===== src/earp_pkg.sv =====
// ----------------------------------------------------------------------------
// earp_pkg
// Shared types and constants of the EAP-AKA' response parser: header and
// attribute codes, byte roles, verdict codes, configuration layout.
// ----------------------------------------------------------------------------
package earp_pkg;

  // Default bound on the packet length in bytes
  localparam int unsigned MAX_PACKET_BYTES_DEF = 4096;
  // Longest XRES that can match, in bytes
  localparam int unsigned RES_BYTES_MAX = 16;

  // Header layout
  localparam int unsigned HDR_LEN      = 8;
  localparam int unsigned POS_CODE     = 0;
  localparam int unsigned POS_ID       = 1;
  localparam int unsigned POS_TYPE     = 4;
  localparam int unsigned POS_SUBTYPE  = 5;
  localparam int unsigned SHORT_LIMIT  = HDR_LEN - 1;

  localparam logic [7:0] EAP_CODE_RESPONSE  = 8'd2;
  localparam logic [7:0] EAP_TYPE_AKA_PRIME = 8'd50;
  localparam logic [7:0] SUBTYPE_CHALLENGE  = 8'd1;
  localparam logic [7:0] SUBTYPE_SYNC_FAIL  = 8'd4;

  // Attribute types and lengths
  localparam logic [7:0] AT_RES         = 8'd3;
  localparam logic [7:0] AT_AUTS        = 8'd4;
  localparam logic [7:0] AT_MAC         = 8'd11;
  localparam logic [7:0] MAC_LEN_UNITS  = 8'd5;
  localparam logic [7:0] AUTS_LEN_UNITS = 8'd4;
  localparam logic [9:0] MAC_ATTR_LEN   = 10'd20;
  localparam logic [9:0] AUTS_ATTR_LEN  = 10'd16;
  localparam logic [9:0] VALUE_OFFSET   = 10'd4;
  localparam logic [9:0] OFF_LEN        = 10'd1;
  localparam logic [9:0] OFF_RES_BITS_H = 10'd2;
  localparam logic [9:0] OFF_RES_BITS_L = 10'd3;

  // Header fault codes (same numbering as the verdict)
  localparam logic [2:0] HF_NONE = 3'd0;
  localparam logic [2:0] HF_CODE = 3'd2;
  localparam logic [2:0] HF_TYPE = 3'd3;
  localparam logic [2:0] HF_ID   = 3'd4;

  // Configuration register indexes
  localparam logic [1:0] CFG_EXPECTED_ID       = 2'd0;
  localparam logic [1:0] CFG_EXPECTED_RES_LEN  = 2'd1;
  localparam logic [1:0] CFG_EXPECTED_RES_HIGH = 2'd2;
  localparam logic [1:0] CFG_EXPECTED_RES_LOW  = 2'd3;

  typedef enum logic [1:0] {
    ROLE_OTHER = 2'd0,
    ROLE_MAC   = 2'd1,
    ROLE_AUTS  = 2'd2
  } role_t;

  typedef enum logic [3:0] {
    VERDICT_OK           = 4'd0,
    VERDICT_SHORT        = 4'd1,
    VERDICT_NOT_RESPONSE = 4'd2,
    VERDICT_NOT_AKA      = 4'd3,
    VERDICT_ID_MISMATCH  = 4'd4,
    VERDICT_BAD_ATTR_LEN = 4'd5,
    VERDICT_SYNC_FAIL    = 4'd6,
    VERDICT_NO_MAC       = 4'd7,
    VERDICT_NO_RES       = 4'd8,
    VERDICT_RES_MISMATCH = 4'd9,
    VERDICT_OTHER        = 4'd10,
    VERDICT_TOO_LONG     = 4'd11
  } verdict_t;

  typedef struct packed {
    logic [7:0]   expected_id;
    logic [4:0]   expected_res_len;
    logic [127:0] expected_res;   // byte 0 in bits 127:120
  } earp_cfg_t;

  typedef struct packed {
    logic [7:0] echo_byte;
    role_t      byte_role;
    logic       verdict_valid;
    verdict_t   verdict;
    logic [7:0] subtype_seen;
    logic       auts_present;
    logic       mac_present;
  } earp_result_t;

endpackage


===== src/earp_in_if.sv =====
// ----------------------------------------------------------------------------
// earp_in_if
// Byte channel into the parser: one packet byte per transaction.
// ----------------------------------------------------------------------------
interface earp_in_if;
  logic       valid;
  logic       ready;
  logic [7:0] data_byte;
  logic       packet_end;

  modport source (output valid, output data_byte, output packet_end, input ready);
  modport sink   (input valid, input data_byte, input packet_end, output ready);
endinterface


===== src/earp_out_if.sv =====
// ----------------------------------------------------------------------------
// earp_out_if
// Result channel of the parser: one result per packet byte.
// ----------------------------------------------------------------------------
interface earp_out_if;
  logic       valid;
  logic       ready;
  logic [7:0] echo_byte;
  logic [1:0] byte_role;
  logic       verdict_valid;
  logic [3:0] verdict;
  logic [7:0] subtype_seen;
  logic       auts_present;
  logic       mac_present;

  modport source (output valid, output echo_byte, output byte_role, output verdict_valid,
                  output verdict, output subtype_seen, output auts_present,
                  output mac_present, input ready);
  modport sink   (input valid, input echo_byte, input byte_role, input verdict_valid,
                  input verdict, input subtype_seen, input auts_present,
                  input mac_present, output ready);
endinterface


===== src/earp_core.sv =====
// ----------------------------------------------------------------------------
// earp_core
// Per-packet parser state and the combinational update for one byte: header
// checks, attribute walk, XRES compare, MAC zeroing and the final verdict.
// ----------------------------------------------------------------------------
module earp_core
  import earp_pkg::*;
#(
  parameter int unsigned MAX_PACKET_BYTES = MAX_PACKET_BYTES_DEF
) (
  input  logic         clk,
  input  logic         rst_n,
  input  logic         step,
  input  logic [7:0]   data_byte,
  input  logic         packet_end,
  input  earp_cfg_t    cfg,
  output earp_result_t result
);

  localparam int unsigned POS_W = $clog2(MAX_PACKET_BYTES + 1);

  logic [POS_W-1:0] pos_r, pos_nxt;
  logic [2:0]       hfault_r, hfault_nxt;
  logic [7:0]       subtype_r, subtype_nxt;
  logic [7:0]       atype_r, atype_nxt;
  logic [9:0]       arem_r, arem_nxt;
  logic [9:0]       aoff_r, aoff_nxt;
  logic [15:0]      rbits_r, rbits_nxt;
  logic             rcmp_r, rcmp_nxt;
  logic             rfound_r, rfound_nxt;
  logic             rmatch_r, rmatch_nxt;
  logic             mac_r, mac_nxt;
  logic             auts_r, auts_nxt;
  logic             wfault_r, wfault_nxt;

  logic [15:0][7:0] xres_bytes;
  logic [9:0]       alen;
  logic [9:0]       ridx;
  logic [12:0]      rlen;
  logic [7:0]       echo;
  role_t            role;
  verdict_t         verdict;

  assign xres_bytes = cfg.expected_res;

  // Byte update
  always_comb begin
    pos_nxt     = pos_r;
    hfault_nxt  = hfault_r;
    subtype_nxt = subtype_r;
    atype_nxt   = atype_r;
    arem_nxt    = arem_r;
    aoff_nxt    = aoff_r;
    rbits_nxt   = rbits_r;
    rcmp_nxt    = rcmp_r;
    rfound_nxt  = rfound_r;
    rmatch_nxt  = rmatch_r;
    mac_nxt     = mac_r;
    auts_nxt    = auts_r;
    wfault_nxt  = wfault_r;
    echo        = data_byte;
    role        = ROLE_OTHER;
    alen        = aoff_r + arem_r;
    ridx        = aoff_r - VALUE_OFFSET;
    rlen        = rbits_r[15:3];

    if (pos_r < POS_W'(MAX_PACKET_BYTES)) begin
      if (pos_r < POS_W'(HDR_LEN)) begin
        // header checks
        if (pos_r == POS_W'(POS_CODE) && data_byte != EAP_CODE_RESPONSE) begin
          hfault_nxt = HF_CODE;
        end
        if (pos_r == POS_W'(POS_ID) && data_byte != cfg.expected_id &&
            hfault_r == HF_NONE) begin
          hfault_nxt = HF_ID;
        end
        if (pos_r == POS_W'(POS_TYPE) && data_byte != EAP_TYPE_AKA_PRIME &&
            (hfault_r == HF_NONE || hfault_r == HF_ID)) begin
          hfault_nxt = HF_TYPE;
        end
        if (pos_r == POS_W'(POS_SUBTYPE)) begin
          subtype_nxt = data_byte;
        end
      end else if (!wfault_r) begin
        // attribute walk
        if (arem_r == 10'd0) begin
          atype_nxt = data_byte;
          aoff_nxt  = OFF_LEN;
          arem_nxt  = 10'd1;
        end else if (aoff_r == OFF_LEN) begin
          if (data_byte == 8'd0) begin
            wfault_nxt = 1'b1;
            arem_nxt   = 10'd0;
            aoff_nxt   = 10'd0;
          end else begin
            if (atype_r == AT_MAC && data_byte == MAC_LEN_UNITS) mac_nxt = 1'b1;
            if (atype_r == AT_AUTS && data_byte == AUTS_LEN_UNITS) auts_nxt = 1'b1;
            aoff_nxt = OFF_RES_BITS_H;
            arem_nxt = {data_byte, 2'b00} - 10'd2;
          end
        end else begin
          if (atype_r == AT_MAC && alen == MAC_ATTR_LEN && aoff_r >= VALUE_OFFSET) begin
            echo = 8'd0;
            role = ROLE_MAC;
          end else if (atype_r == AT_AUTS && alen == AUTS_ATTR_LEN) begin
            role = ROLE_AUTS;
          end else if (atype_r == AT_RES) begin
            if (aoff_r == OFF_RES_BITS_H) begin
              rbits_nxt = {data_byte, 8'd0};
            end else if (aoff_r == OFF_RES_BITS_L) begin
              rbits_nxt = rbits_r | {8'd0, data_byte};
              rcmp_nxt  = (rbits_nxt[15:3] == {8'd0, cfg.expected_res_len}) &&
                          (cfg.expected_res_len <= 5'(RES_BYTES_MAX));
            end else if ({3'd0, ridx} < rlen && rcmp_r) begin
              if (ridx >= 10'(RES_BYTES_MAX) ||
                  data_byte != xres_bytes[4'd15 - ridx[3:0]]) begin
                rcmp_nxt = 1'b0;
              end
            end
          end
          aoff_nxt = aoff_r + 10'd1;
          arem_nxt = arem_r - 10'd1;
          // end of this attribute
          if (arem_nxt == 10'd0) begin
            if (atype_r == AT_RES) begin
              rfound_nxt = (rbits_nxt[15:3] != 13'd0) &&
                           (14'd4 + {1'b0, rbits_nxt[15:3]} <= {4'd0, alen});
              rmatch_nxt = rcmp_nxt;
            end
            aoff_nxt = 10'd0;
          end
        end
      end
      pos_nxt = pos_r + POS_W'(1);
    end

    // verdict on the final byte
    if (pos_r >= POS_W'(MAX_PACKET_BYTES)) begin
      verdict = VERDICT_TOO_LONG;
    end else if (pos_r < POS_W'(SHORT_LIMIT)) begin
      verdict = VERDICT_SHORT;
    end else if (hfault_nxt != HF_NONE) begin
      verdict = verdict_t'({1'b0, hfault_nxt});
    end else if (wfault_nxt || (arem_nxt != 10'd0 && aoff_nxt != OFF_LEN)) begin
      verdict = VERDICT_BAD_ATTR_LEN;
    end else if (subtype_nxt == SUBTYPE_SYNC_FAIL) begin
      verdict = VERDICT_SYNC_FAIL;
    end else if (subtype_nxt == SUBTYPE_CHALLENGE) begin
      if (!mac_nxt) verdict = VERDICT_NO_MAC;
      else if (!rfound_nxt) verdict = VERDICT_NO_RES;
      else if (!rmatch_nxt) verdict = VERDICT_RES_MISMATCH;
      else verdict = VERDICT_OK;
    end else begin
      verdict = VERDICT_OTHER;
    end

    result.echo_byte     = echo;
    result.byte_role     = role;
    result.verdict_valid = packet_end;
    result.verdict       = packet_end ? verdict : VERDICT_OK;
    result.subtype_seen  = packet_end ? subtype_nxt : 8'd0;
    result.auts_present  = packet_end & auts_nxt;
    result.mac_present   = packet_end & mac_nxt;

    // a new packet starts after the final byte
    if (packet_end) begin
      pos_nxt     = '0;
      hfault_nxt  = HF_NONE;
      subtype_nxt = 8'd0;
      atype_nxt   = 8'd0;
      arem_nxt    = 10'd0;
      aoff_nxt    = 10'd0;
      rbits_nxt   = 16'd0;
      rcmp_nxt    = 1'b0;
      rfound_nxt  = 1'b0;
      rmatch_nxt  = 1'b0;
      mac_nxt     = 1'b0;
      auts_nxt    = 1'b0;
      wfault_nxt  = 1'b0;
    end
  end

  // Parser state registers
  always_ff @(posedge clk) begin
    if (!rst_n) begin
      pos_r     <= '0;
      hfault_r  <= HF_NONE;
      subtype_r <= 8'd0;
      atype_r   <= 8'd0;
      arem_r    <= 10'd0;
      aoff_r    <= 10'd0;
      rbits_r   <= 16'd0;
      rcmp_r    <= 1'b0;
      rfound_r  <= 1'b0;
      rmatch_r  <= 1'b0;
      mac_r     <= 1'b0;
      auts_r    <= 1'b0;
      wfault_r  <= 1'b0;
    end else if (step) begin
      pos_r     <= pos_nxt;
      hfault_r  <= hfault_nxt;
      subtype_r <= subtype_nxt;
      atype_r   <= atype_nxt;
      arem_r    <= arem_nxt;
      aoff_r    <= aoff_nxt;
      rbits_r   <= rbits_nxt;
      rcmp_r    <= rcmp_nxt;
      rfound_r  <= rfound_nxt;
      rmatch_r  <= rmatch_nxt;
      mac_r     <= mac_nxt;
      auts_r    <= auts_nxt;
      wfault_r  <= wfault_nxt;
    end
  end

endmodule


===== src/eap_aka_response_parser.sv =====
// ----------------------------------------------------------------------------
// eap_aka_response_parser
// Byte-serial checker for decoded EAP-AKA' responses.
// ----------------------------------------------------------------------------
// Takes one packet byte per clock while the result side keeps up and returns
// one result per byte: the byte lands in an input register, then the parser
// updates its header and attribute counters and the result register. With the
// result side ready, a byte is accepted every cycle for any packet length; the
// single parser update per byte sets that rate. Each byte is echoed with the
// AT_MAC value bytes zeroed and tagged for an external HMAC engine; AUTS bytes
// are tagged too. The result for the byte marked as the packet end carries the
// verdict. The user must write configuration through the cfg_ port only while
// no bytes are in flight; the block itself does not enforce this.
// ----------------------------------------------------------------------------
module eap_aka_response_parser
  import earp_pkg::*;
#(
  parameter int unsigned MAX_PACKET_BYTES = MAX_PACKET_BYTES_DEF
) (
  input  logic        clk,
  input  logic        rst_n,
  earp_in_if.sink     in_chan,
  earp_out_if.source  out_chan,
  input  logic        cfg_we,
  input  logic [1:0]  cfg_index,
  input  logic [63:0] cfg_data
);

  earp_cfg_t    cfg_r, cfg_nxt;
  logic         s1_valid_r, s1_valid_nxt;
  logic [7:0]   s1_byte_r;
  logic         s1_end_r;
  logic         out_valid_r, out_valid_nxt;
  earp_result_t out_res_r;
  earp_result_t result;
  logic         out_free;
  logic         step;
  logic         in_fire;

  // Configuration registers
  always_comb begin
    cfg_nxt = cfg_r;
    if (cfg_we) begin
      case (cfg_index)
        CFG_EXPECTED_ID:       cfg_nxt.expected_id            = cfg_data[7:0];
        CFG_EXPECTED_RES_LEN:  cfg_nxt.expected_res_len       = cfg_data[4:0];
        CFG_EXPECTED_RES_HIGH: cfg_nxt.expected_res[127:64]   = cfg_data;
        CFG_EXPECTED_RES_LOW:  cfg_nxt.expected_res[63:0]     = cfg_data;
        default:               cfg_nxt = cfg_r;
      endcase
    end
  end

  always_ff @(posedge clk) begin
    if (!rst_n) begin
      cfg_r <= '0;
    end else begin
      cfg_r <= cfg_nxt;
    end
  end

  // Handshake and stage control
  assign out_free     = !out_valid_r || out_chan.ready;
  assign step         = s1_valid_r && out_free;
  assign in_chan.ready = !s1_valid_r || out_free;
  assign in_fire      = in_chan.valid && in_chan.ready;

  assign s1_valid_nxt  = in_fire ? 1'b1 : (step ? 1'b0 : s1_valid_r);
  assign out_valid_nxt = step ? 1'b1 : (out_chan.ready ? 1'b0 : out_valid_r);

  // Input register
  always_ff @(posedge clk) begin
    if (!rst_n) begin
      s1_valid_r <= 1'b0;
    end else begin
      s1_valid_r <= s1_valid_nxt;
    end
  end

  always_ff @(posedge clk) begin
    if (in_fire) begin
      s1_byte_r <= in_chan.data_byte;
      s1_end_r  <= in_chan.packet_end;
    end
  end

  earp_core #(
    .MAX_PACKET_BYTES (MAX_PACKET_BYTES)
  ) u_core (
    .clk        (clk),
    .rst_n      (rst_n),
    .step       (step),
    .data_byte  (s1_byte_r),
    .packet_end (s1_end_r),
    .cfg        (cfg_r),
    .result     (result)
  );

  // Result register
  always_ff @(posedge clk) begin
    if (!rst_n) begin
      out_valid_r <= 1'b0;
    end else begin
      out_valid_r <= out_valid_nxt;
    end
  end

  always_ff @(posedge clk) begin
    if (step) begin
      out_res_r <= result;
    end
  end

  assign out_chan.valid         = out_valid_r;
  assign out_chan.echo_byte     = out_res_r.echo_byte;
  assign out_chan.byte_role     = out_res_r.byte_role;
  assign out_chan.verdict_valid = out_res_r.verdict_valid;
  assign out_chan.verdict       = out_res_r.verdict;
  assign out_chan.subtype_seen  = out_res_r.subtype_seen;
  assign out_chan.auts_present  = out_res_r.auts_present;
  assign out_chan.mac_present   = out_res_r.mac_present;

endmodule


===== src/flat_wrapper.sv =====
// flat-port wrapper written by rule: the top's interface ports become plain ports
module eap_aka_response_parser_flat import earp_pkg::*;
#(
  parameter int unsigned MAX_PACKET_BYTES = MAX_PACKET_BYTES_DEF
)
  (clk, rst_n, cfg_we, cfg_index, cfg_data, in_chan_valid, in_chan_data_byte, in_chan_packet_end, in_chan_ready, out_chan_valid, out_chan_echo_byte, out_chan_byte_role, out_chan_verdict_valid, out_chan_verdict, out_chan_subtype_seen, out_chan_auts_present, out_chan_mac_present, out_chan_ready);
  earp_in_if in_chan_i ();
  earp_out_if out_chan_i ();
  input  logic clk;
  input  logic rst_n;
  input  logic cfg_we;
  input  logic [1:0] cfg_index;
  input  logic [63:0] cfg_data;
  input wire logic [$bits(in_chan_i.valid)-1:0] in_chan_valid;
  input wire logic [$bits(in_chan_i.data_byte)-1:0] in_chan_data_byte;
  input wire logic [$bits(in_chan_i.packet_end)-1:0] in_chan_packet_end;
  output wire logic [$bits(in_chan_i.ready)-1:0] in_chan_ready;
  output wire logic [$bits(out_chan_i.valid)-1:0] out_chan_valid;
  output wire logic [$bits(out_chan_i.echo_byte)-1:0] out_chan_echo_byte;
  output wire logic [$bits(out_chan_i.byte_role)-1:0] out_chan_byte_role;
  output wire logic [$bits(out_chan_i.verdict_valid)-1:0] out_chan_verdict_valid;
  output wire logic [$bits(out_chan_i.verdict)-1:0] out_chan_verdict;
  output wire logic [$bits(out_chan_i.subtype_seen)-1:0] out_chan_subtype_seen;
  output wire logic [$bits(out_chan_i.auts_present)-1:0] out_chan_auts_present;
  output wire logic [$bits(out_chan_i.mac_present)-1:0] out_chan_mac_present;
  input wire logic [$bits(out_chan_i.ready)-1:0] out_chan_ready;
  assign in_chan_i.valid = in_chan_valid;
  assign in_chan_i.data_byte = in_chan_data_byte;
  assign in_chan_i.packet_end = in_chan_packet_end;
  assign in_chan_ready = in_chan_i.ready;
  assign out_chan_valid = out_chan_i.valid;
  assign out_chan_echo_byte = out_chan_i.echo_byte;
  assign out_chan_byte_role = out_chan_i.byte_role;
  assign out_chan_verdict_valid = out_chan_i.verdict_valid;
  assign out_chan_verdict = out_chan_i.verdict;
  assign out_chan_subtype_seen = out_chan_i.subtype_seen;
  assign out_chan_auts_present = out_chan_i.auts_present;
  assign out_chan_mac_present = out_chan_i.mac_present;
  assign out_chan_i.ready = out_chan_ready;
  eap_aka_response_parser #(.MAX_PACKET_BYTES(MAX_PACKET_BYTES)) u_core (.clk(clk), .rst_n(rst_n), .in_chan(in_chan_i), .out_chan(out_chan_i), .cfg_we(cfg_we), .cfg_index(cfg_index), .cfg_data(cfg_data));
endmodule

===== config.mk =====
export PLATFORM = sky130hd
export DESIGN_NAME = eap_aka_response_parser_flat
export DESIGN_NICKNAME = d
export VERILOG_FILES = /design/src/earp_pkg.sv /design/src/earp_in_if.sv /design/src/earp_out_if.sv /design/src/earp_core.sv /design/src/eap_aka_response_parser.sv /design/src/flat_wrapper.sv
export SDC_FILE = /design/constraint.sdc
export NUM_CORES = 1
export LEC_CHECK = 0
export BUFFER_PORTS_ARGS = -buffer_cell sky130_fd_sc_hd__clkbuf_2
export CAP_MARGIN = 0
export CORE_MARGIN = 3
export CORE_UTILIZATION = 31
export CTS_CLUSTER_SIZE = 40
export DETAILED_ROUTE_END_ITERATION = 7
export PLACE_DENSITY = 0.54
export SLEW_MARGIN = 20
export SYNTH_ARGS = -nofsm -noshare
export SYNTH_HDL_FRONTEND = slang
export SYNTH_SLANG_ARGS = --single-unit
export TNS_END_PERCENT = 20

===== constraint.sdc =====
create_clock -name clk -period 6.9 [get_ports clk]
set_input_delay 2.07 -clock clk [delete_from_list [all_inputs] [get_ports clk]]
set_output_delay 2.07 -clock clk [all_outputs]
set_load 0.03 [all_outputs]

== Yosys cells after proc, flatten, opt, wreduce, memory -nomap -nowiden ==
Index checks and enable logic that the tools add are counted.

* Flip-flop bits (word level): 251
* Output and inout bits: 27
* Input port bits: 80

* Reductions and logical operators: 49
* $add $sub $neg: 8
* Bitwise logic cells: 5
* Equal/unequal tests: 31
* Muxes and demuxes: 123
* $lt $le $gt $ge: 10

{| class="wikitable"
|+ Operator list
! kind !! count
|-
| two-way mux 16 bit || 16
|-
| two-way mux 10 bit || 14
|-
| two-way mux 8 bit || 16
|-
| two-way mux 1 bit || 57
|-
| two-way mux 4 bit || 9
|-
| binary-select mux 8 bit (select 4 bit) || 1
|-
| equality test 8 x 3 -> 1 bit (second input constant) || 4
|-
| equality test 13 x 3 -> 1 bit (second input constant) || 2
|-
| two-way mux 13 bit || 2
|-
| equality test 10 x 2 -> 1 bit (second input constant) || 2
|-
| equality test 10 x 5 -> 1 bit (second input constant) || 2
|-
| logical NOT 10 bit || 2
|-
| two-way mux 3 bit || 6
|-
| logical AND 1 bit || 16
|-
| inequality test 8 bit || 2
|-
| bitwise OR 16 x 8 -> 16 bit || 1
|-
| adder 3 x 13 -> 14 bit (first input constant) || 1
|-
| less-or-equal comparator 14 x 10 -> 1 bit || 1
|-
| adder 13 x 1 -> 13 bit (second input constant) || 1
|-
| equality test 13 x 1 -> 1 bit (second input constant) || 1
|-
| equality test 13 x 5 -> 1 bit || 1
|-
| greater-or-equal comparator 13 bit (second input constant) || 1
|-
| logical NOT 13 bit || 1
|-
| less-than comparator 10 x 13 -> 1 bit || 1
|-
| other kinds (43) || 66
|}

== Longest topological paths before layout ==
Gate-level depths: netlist (run 1).

* Word-level depth: 29
* Mapped depth: 25
* Depth with buffers taken out: 21

== Hierarchy ==
From an unflattened synthesis (run 1), not the netlist that was laid out.

* Cell total of the unflattened synthesis: 1559
* Area total of the unflattened synthesis: 14028.5 µm²

{| class="wikitable"
|+ By module, submodules not included
! module !! times used !! sequential area each (µm²) !! area an instance (µm²) !! cells each
|-
| earp_core || 1 || 1421.4 || 7644.8 || 987
|-
| eap_aka_response_parser || 1 || 3883.7 || 6383.6 || 572
|}

== Worst setup path before layout (run 1) ==
Ideal clock, no wire load.

* Path kind: flip-flop to flip-flop
* From: reg u_core.u_core.aoff_r[2]
* To: reg u_core.out_res_r, in the netlist u_core.out_chan.verdict[3] (data pin)
* Slack: 2089 ps
* Stages on the path, launching flop included: 25
* Data required time: 6627 ps
* Period minus slack after synthesis: 4811 ps
* Data arrival time: 4538 ps
* Library setup time: 273 ps
* Cells stage by stage: dfxtp_1 buf_4 buf_4 buf_4 buf_2 clkinv_1 ha_1 nor4bb_1 and4_1 or3_1 inv_2 nand3_1 nor3b_1 xnor2_1 a21oi_1 ha_1 a21oi_1 o21ai_0 mux2_2 o21ai_0 o2111ai_1 a311oi_1 o21ai_1 nor2_1 a221oi_1

* Word-level cells in the longest chain between the ends: 29

{| class="wikitable"
|+ Ends and longest elaborated chain
! element !! line !! RTL
|-
| start: declaration || earp_core.sv:27 || <nowiki>logic [9:0] aoff_r, aoff_nxt;</nowiki>
|-
| start signal: assignment || earp_core.sv:205 || <nowiki>aoff_r <= aoff_nxt;</nowiki>
|-
| parallel branches: the longest is 25 deep, another holds adder 3 x 13 -> 14 bit || -- ||
|-
| two-way mux 4 bit (*) || earp_core.sv:144 || <nowiki>end else if (wfault_nxt || (arem_nxt != 10'd0 && aoff_nxt != OFF_LEN)) begin</nowiki>
|-
| two-way mux 4 bit (*) || earp_core.sv:142 || <nowiki>end else if (hfault_nxt != HF_NONE) begin</nowiki>
|-
| two-way mux 4 bit (*) || earp_core.sv:140 || <nowiki>end else if (pos_r < POS_W'(SHORT_LIMIT)) begin</nowiki>
|-
| two-way mux 4 bit (*) || earp_core.sv:138 || <nowiki>if (pos_r >= POS_W'(MAX_PACKET_BYTES)) begin</nowiki>
|-
| end signal: assignment || eap_aka_response_parser.sv:110 || <nowiki>out_res_r <= result;</nowiki>
|-
| end: declaration || eap_aka_response_parser.sv:34 || <nowiki>earp_result_t out_res_r;</nowiki>
|}

Every way passes the cells marked *. The select of a mux whose other input is x is not followed.
A chain may end at the register's enable or synchronous reset.

== Worst setup path after layout (run 1) ==
* From: reg u_core.u_core.aoff_r[1]
* To: reg u_core.out_res_r, in the netlist u_core.out_chan.verdict[3] (data pin)

Same word-level chain as after synthesis.

==> results.md, run 1 <==
* Mapped Avg Cell Area at roughly 8.6 sq um
* DRT iter0 DRCs at 930
* Synth async-reset ratio at 0
* Final ANT Viol Nets at 0
* Fmax achieved at 183.7 MHz
* Number of cells on the worst hold path at 2
* Startpoint type of the worst setup path: flop
* Slowest CP cell: nor4bb_1
* Num CTS Buffers at 29
* Hold Crit Class: flop to flop
* Root buf cell: clkbuf_16
* Worst stage delay on the critical path at 0.74 ns
* Cell taking the most area after synthesis: dfxtp_1
* Initial core utilization at 0.3170
* Initial antenna violation count at 3
* Synth cell count leaders: nand2_1, dfxtp_1, a21boi_0
* Pre-Repair DR Iteration Count at 5
* Kind of critical path: flop to flop
* Final WL at roughly 45000 um
* Clock Path Buffers at 3
* Lkg Pwr at 0.005616 uW
* Final Worst Setup Slack at approximately 1.5 ns
* Cell Area, Synth at between 10000 and 15000 sq um
* # DRC at 0
* Layout Area Growth over Synthesis at 13.45%
* NetSw at 805.1 uW
* Reg2reg path depth at 19
* Post-synthesis instance total at roughly 1600
* Routability cong. at between 0.9 and 1
* DIE HEIGHT at ~220 um
* Die area at 48310 sq um
* PwrDens at roughly 200 nW/um^2
* Actual slew at the worst max-slew pin at 1.078 ns
* Crit-path cells: ha_1 -> nor4bb_1 -> a41oi_1 -> or3_1 -> inv_2 -> nand3_1 -> nor3b_1 -> xnor2_1 -> a21oi_1 -> ha_1 -> a21oi_1 -> o21ai_0 -> mux2_2 -> o21ai_0 -> o2111ai_1 -> a311oi_1 -> o21ai_1 -> nor2_1 -> a221oi_1
* Hpwl dp at roughly 31000 um
* Max Slew Vio Count at 0
* RR Endpoint: u_core.out_chan.verdict[3]
* Worst Hold Launch: u_core.cfg_r[105]
* Core Box Area at 44700 sq um
* Setup Fix Bufs, Post-CTS at 0
* Setup Slack @ Placement at 1.522 ns
* Post_cts resized at 0
* Maximum vdd drop at 0.1830 mV
* Port buffer count at 106
* Clock power frac at 0.447
* Total track usage at 0.1851
* Clk_skew at 0.01476 ns
* H-tree levels at 1
* Relative slew margins at 0.2815
* Top post-synthesis cells by area: dfxtp_1, nand2_1, a21boi_0, edfxtp_1, mux4_2
* RR Startpoint: u_core.u_core.aoff_r[1]
* Die Width at 219.8 um
* YS warnings at 0
* Comb pwr share at 0.076
* Global-route wire length before repair at 70320 um
* Final nets at 1823
* Post-synthesis cell type count at 88
* Synth Register Bits at 248
* Post-synth EDFFs at 34
* Yosys top cell area share at 0.3023
* Worst path top cell family by delay: simple AND/OR/NAND/NOR gates
* Post-layout minimum cycle time at 5.443 ns
* Total negative slack at 0 ns
* Critical path buffers and inverters at 1
* Cell-internal power at 2396 uW
* Vias in the first global route at roughly 12000
* Fraction of layout instances using a drive strength above 1 at 0.1345
* Grt ovf at 0
* Worst Path Required at approximately 7.2 ns
* Clk slew on worst S/H paths at 0.06 ns
* Clock latency on the worst-skew pair at around 0.58 ns
* Crit share post-route at 0.7889
* R2r setup slk at 1.46 ns
* Hold Fails Final Rpt at 0
* Largest net degree at the start of global routing at roughly 120
* Vias per cell at 5.377
* Net count after synthesis at between 1500 and 2000
* Status: finished clean
* Max Cap Viol at 0
* CTS tree: built
* Sequential share of the synthesized area at 0.3744
* Unrepaired setup endpoints after global routing: false
* Total clock sinks at 248
* Final setup viols at 0
* Worst Path Arrival at roughly 5.7 ns
* Vias post-DR at 12426
* Sequential share of power at 0.477
* CTS Hold Bufs at 0
* Top-count cell post-synth: nand2_1
* Critical Path Sink Type: flop
* Switching Share at 0.2515
* Routed WL per cell at 19.52 um
* FP Rows at between 70 and 80
* Hold endpoint: u_core.cfg_r[105]
* Crit-path max FO at 9
* Num ports at ~110
* Ys flop type: dfxtp_1
==> registers in the layout, indices dropped and copies added (netlist names), 10 cells and up <==
signal                 count
u_core.u_core.pos_r       13
u_core.u_core.arem_r      10
u_core.u_core.aoff_r      10
u_core.u_core.rbits_r     13
u_core.cfg_r             141
==> cell type report <==
| cell class | instances | area, sq um |
|---|---|---|
| Inverter | 41 | 153.9 |
| Clock inverter | 15 | 91.34 |
| Fill cell | 4742 | 28630 |
| Timing Repair Buffer | 131 | 720.7 |
| Tap cell | 592 | 740.7 |
| Multi-Input combinational cell | 1244 | 8268 |
| Sequential cell | 248 | 5306 |
| Clock buffer | 38 | 789.5 |
| Antenna cell | 2 | 5.005 |
==> routing by layer <==
layer | track usage | routed length [um] | up-vias
met2 | 0.3098 | 21350 | 335
met5 | 0 | 13 | -
met4 | 0.05173 | 1113 | 2
met1 | 0.2461 | 20240 | 6045
met3 | 0.03213 | 2394 | 69
li1 | - | - | 5975
==> kinds of logic after synthesis <==
group,synth area share
compound gates,0.1959
xor+xnor,0.03214
fa+ha+maj,0.04291
buf+inv,0.04282
flops,0.3744
mux,0.07558
simple gates,0.2363
==> stage by stage <==
step | power [uW] | cell area [sq um] | hold WS (ns) | util | instances
3_3_place_gp | 1799 | 15190 | 0.4485 | 0.3398 | 2256
4_1_cts | 3253 | 16070 | 0.4656 | 0.3595 | 2309
5_1_grt | 3337 | 16070 | 0.4842 | 0.3595 | 2309
3_5_place_dp | 1803 | 15190 | 0.4579 | 0.3398 | 2256
6_report | 3201 | 16080 | 0.4615 | 0.3596 | 2311
2_1_floorplan | 1697 | 14170 | 0.4244 | - | 1647
==> worst min-delay path, stage by stage, from the launching register on <==
cell and delay, ns:
dfxtp_1 0.31, nand2_1 0.04, a21boi_0 0.06
==> layout by cell type (no fill, tap or decap), types with 36 or more instances in the layout <==
master      n
nand2_1   320
a21boi_0  139
nor2_1     73
a21oi_1    39
dfxtp_1   213
clkbuf_2  105
o21ai_0    50
mux2i_1    44
inv_1      36
a22oi_1    42
nor2b_1    76
ha_1       47
==> power groups by stage <==
stage	Clock (uW)	Sequential (uW)	Combinational [uW]
after detailed placement	0	1560	244
after global routing	1540	1530	266
after CTS	1480	1530	244
after global placement	0	1560	242
final	1430	1530	242
after floorplan	0	1560	136
==> worst max path at each step <==
stage,slack [ns],to,from,cells after the start
4_1_cts,1.50,u_core.out_chan.verdict[3],u_core.u_core.aoff_r[1],19
2_1_floorplan,2.09,u_core.out_chan.verdict[3],u_core.u_core.aoff_r[2],24
3_5_place_dp,1.52,u_core.out_chan.verdict[3],u_core.u_core.aoff_r[1],19
6_report,1.46,u_core.out_chan.verdict[3],u_core.u_core.aoff_r[1],19
3_3_place_gp,1.70,u_core.out_chan.verdict[3],u_core.u_core.aoff_r[1],19
5_1_grt,1.10,u_core.out_chan.verdict[3],u_core.u_core.aoff_r[1],19
(Power assumes the default switching activity.)
==> run 2, diff against run 1 <==
--- a/config.mk
+++ b/config.mk
@@ -11,7 +11,7 @@
 export CORE_UTILIZATION = 31
 export CTS_CLUSTER_SIZE = 40
 export DETAILED_ROUTE_END_ITERATION = 7
-export PLACE_DENSITY = 0.54
+export PLACE_DENSITY = 0.55
 export SLEW_MARGIN = 20
 export SYNTH_ARGS = -nofsm -noshare
 export SYNTH_HDL_FRONTEND = slang
==> constraint.sdc (replaced) <==
create_clock -name clk -period 4.8 [get_ports clk]
set_input_delay 1.44 -clock clk [delete_from_list [all_inputs] [get_ports clk]]
set_output_delay 1.44 -clock clk [all_outputs]
set_load 0.03 [all_outputs]
==> run 2 against run 1 <==
Against the previous run:
- via count increased by 1.5%
- flip-flop and latch count unchanged
- die area unchanged
- count of clock-buffer cells in the layout increased by 4
- maximum frequency increased by 25%
- sequential power increased by 43%
- final area increased by 2.6%
- critical path depth decreased by 1
- final cell count increased by 1.4%
- worst hold slack got worse by 0.0017 ns
- setup slack got worse by 1.0 ns
- critical path type unchanged
- largest cell class unchanged
- largest power group is now clock
==> results.md, run 2 (same netlist as run 1, synthesis figures left out) <==
* PwrDens at 298.5 nW/um^2 (was 199.1 nW/um^2)
* Fin cells at 2343 (was 2311)
* Max Cap Viol at 0 (unchanged)
* Crit-path most repeated cell: o21ai_0
* Maximum vdd drop at 0.2435 mV (was 0.1830 mV)
* H-tree levels at 1 (unchanged)
* Die area at 48310 sq um (unchanged)
* Top reg by flops: u_core.cfg_r (unchanged)
* Clock latency on the worst-skew pair at 0.58 ns (about the same)
* Commonest cells after routing, fill and taps aside: nand2_1, dfxtp_1, a21boi_0 (unchanged)
* DRT iter0 DRCs at 975 (was 930)
* DIE HEIGHT at 219.8 um (unchanged)
* Core Box Area at 44700 sq um (unchanged)
* Worst Path Arrival at 4.66 ns (was 5.73 ns)
* Num ports at 107 (unchanged)
* Vias per cell at 5.384 (was 5.377)
* Initial core utilization at 0.3170 (unchanged)
* Hpwl dp at 33060 um (was 31180 um)
* Lkg Pwr at 0.005859 uW (was 0.005616 uW)
* Worst stage delay on the critical path at 0.47 ns (was 0.74 ns)
* Vias in the first global route at 12236 (was 12168)
* Startpoint type of the worst setup path: flop (unchanged)
* Global-route wire length before repair at 71680 um (was 70320 um)
* Final setup viols at 0 (unchanged)
* Total clock sinks at 248 (unchanged)
* Hold Fails Final Rpt at 0 (unchanged)
* Most common cell after layout, fill and taps aside: nand2_1 (unchanged)
* Clk_skew at 0.01361 ns (was 0.01476 ns)
* Grt ovf at 0 (unchanged)
* Slowest CP cell: dfxtp_1 (was nor4bb_1)
* Hold Crit Class: flop to flop (unchanged)
* Max reg flops at 141 (unchanged)
* Top flop regs: u_core.cfg_r (141), u_core.u_core.pos_r (13), u_core.u_core.rbits_r (13) (unchanged)
* Die Width at 219.8 um (unchanged)
* Routability cong. at 0.9353 (was 0.9166)
* CTS tree: built (unchanged)
* Crit-path cells: ha_1 -> a21o_1 -> a21oi_1 -> o21ai_0 -> a21oi_1 -> o21ai_0 -> and4_1 -> or3_1 -> ha_1 -> a21oi_1 -> o21ai_0 -> mux2_2 -> o21ai_0 -> o2111ai_1 -> a311oi_2 -> o21ai_1 -> nor2_1 -> a221oi_1 (was ha_1 -> nor4bb_1 -> a41oi_1 -> or3_1 -> inv_2 -> nand3_1 -> nor3b_1 -> xnor2_1 -> a21oi_1 -> ha_1 -> a21oi_1 -> o21ai_0 -> mux2_2 -> o21ai_0 -> o2111ai_1 -> a311oi_1 -> o21ai_1 -> nor2_1 -> a221oi_1)
* FP Rows at 77 (unchanged)
* Root buf cell: clkbuf_16 (unchanged)
* Kind of critical path: flop to flop (unchanged)
* Clk slew on worst S/H paths at 0.06 ns (about the same)
* DP Cell Count at 2287 (was 2256)
* Max Slew Vio Count at 0 (unchanged)
* Relative slew margins at 0.2355 (was 0.2815)
* Unrepaired setup endpoints after global routing: false (unchanged)
* Routed WL per cell at 19.77 um (was 19.52 um)
* Port buffer count at 106 (unchanged)
* Clock Path Buffers at 3 (unchanged)
* # DRC at 0 (unchanged)
* Fraction of layout instances using a drive strength above 1 at 0.1576 (was 0.1345)
* Post-layout minimum cycle time at 4.357 ns (was 5.443 ns)
* Total track usage at 0.1880 (was 0.1851)
* CTS Hold Bufs at 0 (unchanged)
* Status: finished clean (unchanged)
* Actual slew at the worst max-slew pin at 1.136 ns (was 1.078 ns)
* Fmax achieved at 229.5 MHz (was 183.7 MHz)
* Layout Area Growth over Synthesis at 16.36% (was 13.45%)
* Num CTS Buffers at 30 (was 29)
* Crit share post-route at 0.9078 (was 0.7889)
* Largest net degree at the start of global routing at 100 (was 117)
* Initial antenna violation count at 1 (was 3)
* Crit-path max FO at 7 (was 9)
* Final ANT Viol Nets at 0 (unchanged)
* Vias post-DR at 12614 (was 12426)
* Critical Path Sink Type: flop (unchanged)
* Antenna cells at 0 (was 2)
* Pre-Repair DR Iteration Count at 6 (was 5)
* Final WL at 46330 um (was 45120 um)
* Worst Path Required at 5.11 ns (was 7.18 ns)
* Total negative slack at 0 ns (unchanged)
* Final nets at 1855 (was 1823)
* Total Power at 4922 uW (was 3201 uW)
==> run 2: cell types whose count changed in the layout (fill, tap and decap cells not counted), moves of 2 or more <==
cell	delta
clkinv_2	+2
bufinv_16	+3
clkbuf_8	+4
buf_4	+31
clkinv_1	-6
diode_2	-2
==> run 2: critical path, delay by kind of cell (launching register included) <==
family / cells / cell delay (ns)
flops: 1 / 0.47
fa+ha+maj: 2 / 0.63
simple gates: 3 / 0.81
compound gates: 12 / 1.91
mux: 1 / 0.27
==> run 2: final timing paths <==
kind / end / cells after the start / from / slack [ns]
max reg2reg: u_core.out_chan.verdict[3] / 18 / u_core.u_core.arem_r[1] / 0.44
min: u_core.cfg_r[91] / 2 / u_core.cfg_r[91] / 0.46
min reg2reg: u_core.cfg_r[91] / 2 / u_core.cfg_r[91] / 0.46
max: u_core.out_chan.verdict[3] / 18 / u_core.u_core.arem_r[1] / 0.44
==> run 2: layout make-up <==
class	count	area, sq um
Clock inverter	14	167.7
Sequential cell	248	5308
Inverter	41	155.1
Timing Repair Buffer	162	953.4
Multi-Input combinational cell	1244	8298
Clock buffer	42	865.8
Tap cell	592	740.7
Fill cell	4686	28210
==> run 2: report_power, final <==
| group | switching [uW] | internal, uW | leakage [uW] |
|---|---|---|---|
| sequential | 34.7 | 2160 | 0.00206 |
| clock | 952 | 1420 | 0.000509 |
| combinational | 225 | 131 | 0.00329 |
| total | 1210 | 3710 | 0.00586 |
==> run 2: metrics by stage <==
| step | cell area (sq um) | utilization | hold slack [ns] | setup WS, ns |
|---|---|---|---|---|
| finish | 16490 | 0.3688 | 0.4598 | 0.4426 |
| global route | 16490 | 0.3688 | 0.4779 | 0.05597 |
| CTS | 16450 | 0.3681 | 0.4610 | 0.2004 |
| detailed placement | 15420 | 0.3450 | 0.4522 | 0.2289 |
| global placement | 15420 | 0.3450 | 0.4434 | 0.2336 |
| floorplan | 14170 | - | 0.4244 | 0.07963 |
==> run 2: metal layers <==
metal,GRT usage,share of wire,vias to the layer above
li1,-,-,6014
met1,0.2541,0.45,6080
met2,0.3081,0.46,429
met3,0.02923,0.059,89
met4,0.06031,0.033,2
met5,0,0.00028,-
==> run 2: repair_timing <==
item                                    4_1_cts  5_1_grt
buffers inserted                              0        0
endpoints found under the setup margin        0        3
resized for setup                             0        6
==> run 3, diff against run 2 <==
--- a/config.mk
+++ b/config.mk
@@ -7,11 +7,13 @@
 export LEC_CHECK = 0
 export BUFFER_PORTS_ARGS = -buffer_cell sky130_fd_sc_hd__clkbuf_2
 export CAP_MARGIN = 0
+export CELL_PAD_IN_SITES_DETAIL_PLACEMENT = 0
+export CELL_PAD_IN_SITES_GLOBAL_PLACEMENT = 1
 export CORE_MARGIN = 3
-export CORE_UTILIZATION = 31
+export CORE_UTILIZATION = 50
 export CTS_CLUSTER_SIZE = 40
 export DETAILED_ROUTE_END_ITERATION = 7
-export PLACE_DENSITY = 0.55
+export PLACE_DENSITY = 0.93
 export SLEW_MARGIN = 20
 export SYNTH_ARGS = -nofsm -noshare
 export SYNTH_HDL_FRONTEND = slang
==> constraint.sdc (replaced) <==
create_clock -name clk -period 5.1 [get_ports clk]
set_input_delay 1.53 -clock clk [delete_from_list [all_inputs] [get_ports clk]]
set_output_delay 1.53 -clock clk [all_outputs]
set_load 0.03 [all_outputs]
==> run 3 against run 2 <==
Against the previous run:
- die area down 37%
- register-to-register slack worse by 0.08 ns
- count of clock-buffer cells in the layout down 10
- clock power down 18%
- via count up 0.94%
- critical path depth up 1
- wire length down 8.1%
- core utilization up 21 points
- flip-flop and latch count unchanged
- critical endpoint unchanged
- largest power group is now sequential cells
==> results.md, run 3 (same netlist as run 1, synthesis figures left out) <==
* Status: finished clean (unchanged)
* Crit share post-route at 0.9286 (was 0.9078)
* Worst Path Arrival at 4.98 ns (was 4.66 ns)
* Clock latency on the worst-skew pair at 0.58 ns (about the same)
* Core Box Area at 27400 sq um (was 44700 sq um)
* Final ANT Viol Nets at 0 (unchanged)
* Routed WL per cell at 20.30 um (was 19.77 um)
* Switching Share at 0.2492 (was 0.2461)
* Startpoint type of the worst setup path: flop (unchanged)
* Kind of critical path: flop to flop (unchanged)
* CTS Hold Bufs at 0 (unchanged)
* Fraction of layout instances using a drive strength above 1 at 0.1386 (was 0.1576)
* Max Slew Vio Count at 0 (unchanged)
* Actual slew at the worst max-slew pin at 1.107 ns (was 1.136 ns)
* Most common cell after layout, fill and taps aside: nand2_1 (unchanged)
* Top flop regs: u_core.cfg_r (141), u_core.u_core.pos_r (13), u_core.u_core.rbits_r (13) (unchanged)
* Vias post-DR at 12733 (was 12614)
* Pre-Repair DR Iteration Count at 8 (was 6)
* Crit-path max FO at 6 (was 7)
* Largest net degree at the start of global routing at 129 (was 100)
* Hpwl dp at 29900 um (was 33060 um)
* Worst path top cell family by delay: simple AND/OR/NAND/NOR gates (was compound AO/OA/AOI/OAI gates)
* R2r setup slk at 0.36 ns (was 0.44 ns)
* Comb pwr share at 0.074 (was 0.072)
* Layout Area Growth over Synthesis at 12.19% (was 16.36%)
* Vias per cell at 6.072 (was 5.384)
* Hold Crit Class: flop to flop (unchanged)
* Worst Path Required at 5.35 ns (was 5.11 ns)
* Worst stage delay on the critical path at 0.49 ns (was 0.47 ns)
* Post-layout minimum cycle time at 4.736 ns (was 4.357 ns)
* Total track usage at 0.2757 (was 0.1880)
* CTS tree: built (unchanged)
* Final WL at 42570 um (was 46330 um)
* Clk slew on worst S/H paths at 0.06 ns (about the same)
* Slowest CP cell: nor4bb_2 (was dfxtp_1)
* Fmax achieved at 211.2 MHz (was 229.5 MHz)
* Global-route wire length before repair at 68270 um (was 71680 um)
* Antenna cells at 0 (unchanged)
* H-tree levels at 1 (unchanged)
* PwrDens at 273.3 nW/um^2 (was 298.5 nW/um^2)
* Final nets at 1831 (was 1855)
* Clock Path Buffers at 3 (unchanged)
* Vias in the first global route at 12468 (was 12236)
* Die Width at 174.3 um (was 219.8 um)
* Total negative slack at 0 ns (unchanged)
* Crit-path cells: ha_1 -> nor4bb_2 -> a41oi_1 -> or3_1 -> inv_2 -> nand3_1 -> nor3_1 -> xnor2_1 -> a21oi_1 -> ha_1 -> a21oi_1 -> o21ai_0 -> mux2_2 -> o21ai_0 -> o2111ai_1 -> a311oi_1 -> o21ai_1 -> nor2_1 -> a221oi_1 (was ha_1 -> a21o_1 -> a21oi_1 -> o21ai_0 -> a21oi_1 -> o21ai_0 -> and4_1 -> or3_1 -> ha_1 -> a21oi_1 -> o21ai_0 -> mux2_2 -> o21ai_0 -> o2111ai_1 -> a311oi_2 -> o21ai_1 -> nor2_1 -> a221oi_1)
* Cell-internal power at 3262 uW (was 3711 uW)
* Max Cap Viol at 0 (unchanged)
* DIE HEIGHT at 174.3 um (was 219.8 um)
* Initial core utilization at 0.5171 (was 0.3170)
* Initial antenna violation count at 0 (was 1)
* Num CTS Buffers at 28 (was 30)
* Post-DP Area at 14990 sq um (was 15420 sq um)
* FP Rows at 60 (was 77)
* # DRC at 0 (unchanged)
* Commonest cells after routing, fill and taps aside: nand2_1, dfxtp_1, a21boi_0 (unchanged)
* Routability cong. at 0.9831 (was 0.9353)
* DRT iter0 DRCs at 1228 (was 975)
* Critical Path Sink Type: flop (unchanged)
* Clk_skew at 0.05706 ns (was 0.01361 ns)
* Port buffer count at 106 (unchanged)
* Setup Fix Bufs, Post-CTS at 0 (unchanged)
* NetSw at 1083 uW (was 1211 uW)
* Sequential share of power at 0.477 (was 0.446)
* Clock power frac at 0.449 (was 0.482)
* Die area at 30400 sq um (was 48310 sq um)
* Root buf cell: clkbuf_16 (unchanged)
* Final setup viols at 0 (unchanged)
* Relative slew margins at 0.2597 (was 0.2355)
* Top reg by flops: u_core.cfg_r (unchanged)
* Total clock sinks at 248 (unchanged)
* Fin area at 15900 sq um (was 16490 sq um)
* Lkg Pwr at 0.005677 uW (was 0.005859 uW)
* Maximum vdd drop at 0.2875 mV (was 0.2435 mV)
* Hold Fails Final Rpt at 0 (unchanged)
* Grt ovf at 0 (unchanged)
* Critical path buffers and inverters at 1 (was 0)
* Unrepaired setup endpoints after global routing: false (unchanged)
* Num ports at 107 (unchanged)
* Max reg flops at 141 (unchanged)
[run 3: cell types whose count changed in the layout (fill, tap and decap cells not counted), moves of 2 or more]
cell       change
clkinv_1       +9
clkbuf_8       -7
clkbuf_16      -2
buf_4         -23
[run 3: worst register-to-register path, stage by stage (launching register included)]
cell and delay [ns]:
dfxtp_1 0.46, ha_1 0.22, nor4bb_2 0.49, a41oi_1 0.17, or3_1 0.48, inv_2 0.09
nand3_1 0.18, nor3_1 0.24, xnor2_1 0.09, a21oi_1 0.22, ha_1 0.28, a21oi_1 0.16
o21ai_0 0.12, mux2_2 0.28, o21ai_0 0.08, o2111ai_1 0.12, a311oi_1 0.39, o21ai_1 0.15
nor2_1 0.14, a221oi_1 0.10
[run 3: repair_timing]
item / 4_1_cts / 5_1_grt
hold endpoints to repair: 0 / 0
resized for setup: 0 / 1
endpoints found under the setup margin: 0 / 2
[run 3: metal layers]
metal	global-route usage	wire length, um	share of wire
met1	0.3700	17690	0.42
met5	0	0	0
met2	0.4487	20020	0.47
met3	0.04740	3392	0.080
met4	0.09853	1472	0.035
[run 3: power groups by stage]
stage | clock, uW | combinational (uW) | sequential [uW]
final | 1950 | 320 | 2070
after global routing | 2060 | 350 | 2080
after CTS | 1970 | 318 | 2070
after detailed placement | 0 | 317 | 2110
after global placement | 0 | 312 | 2110
after floorplan | 0 | 184 | 2110
[run 3: cell type report]
cell class / instances / area [sq um]
inverter: 41 / 153.9
clock buffer: 32 / 715.7
multi-input combinational: 1244 / 8283
timing repair buffer: 140 / 800.8
fill: 2486 / 11500
clock inverter: 20 / 171.4
tap: 372 / 465.4
sequential: 248 / 5306
[run 3: worst paths after layout]
path	start	end	cells after the start
worst max-delay path	u_core.u_core.aoff_r[1]	u_core.out_chan.verdict[3]	19
worst min-delay path	u_core.cfg_r[35]	u_core.cfg_r[35]	2
worst max register to register	u_core.u_core.aoff_r[1]	u_core.out_chan.verdict[3]	19
worst min register to register	u_core.cfg_r[35]	u_core.cfg_r[35]	2
[run 3: through the flow]
stage / hold WS, ns / total power (uW) / utilization / setup slack (ns) / cells
after CTS: 0.4624 / 4364 / 0.5795 / 0.2986 / 2097
after global placement: 0.4474 / 2425 / 0.5471 / 0.5793 / 2045
after global routing: 0.4807 / 4485 / 0.5801 / 0.01185 / 2097
after detailed placement: 0.4539 / 2431 / 0.5471 / 0.3456 / 2045
after floorplan: 0.4244 / 2296 / - / 0.2891 / 1647
final: 0.4619 / 4345 / 0.5801 / 0.3643 / 2097
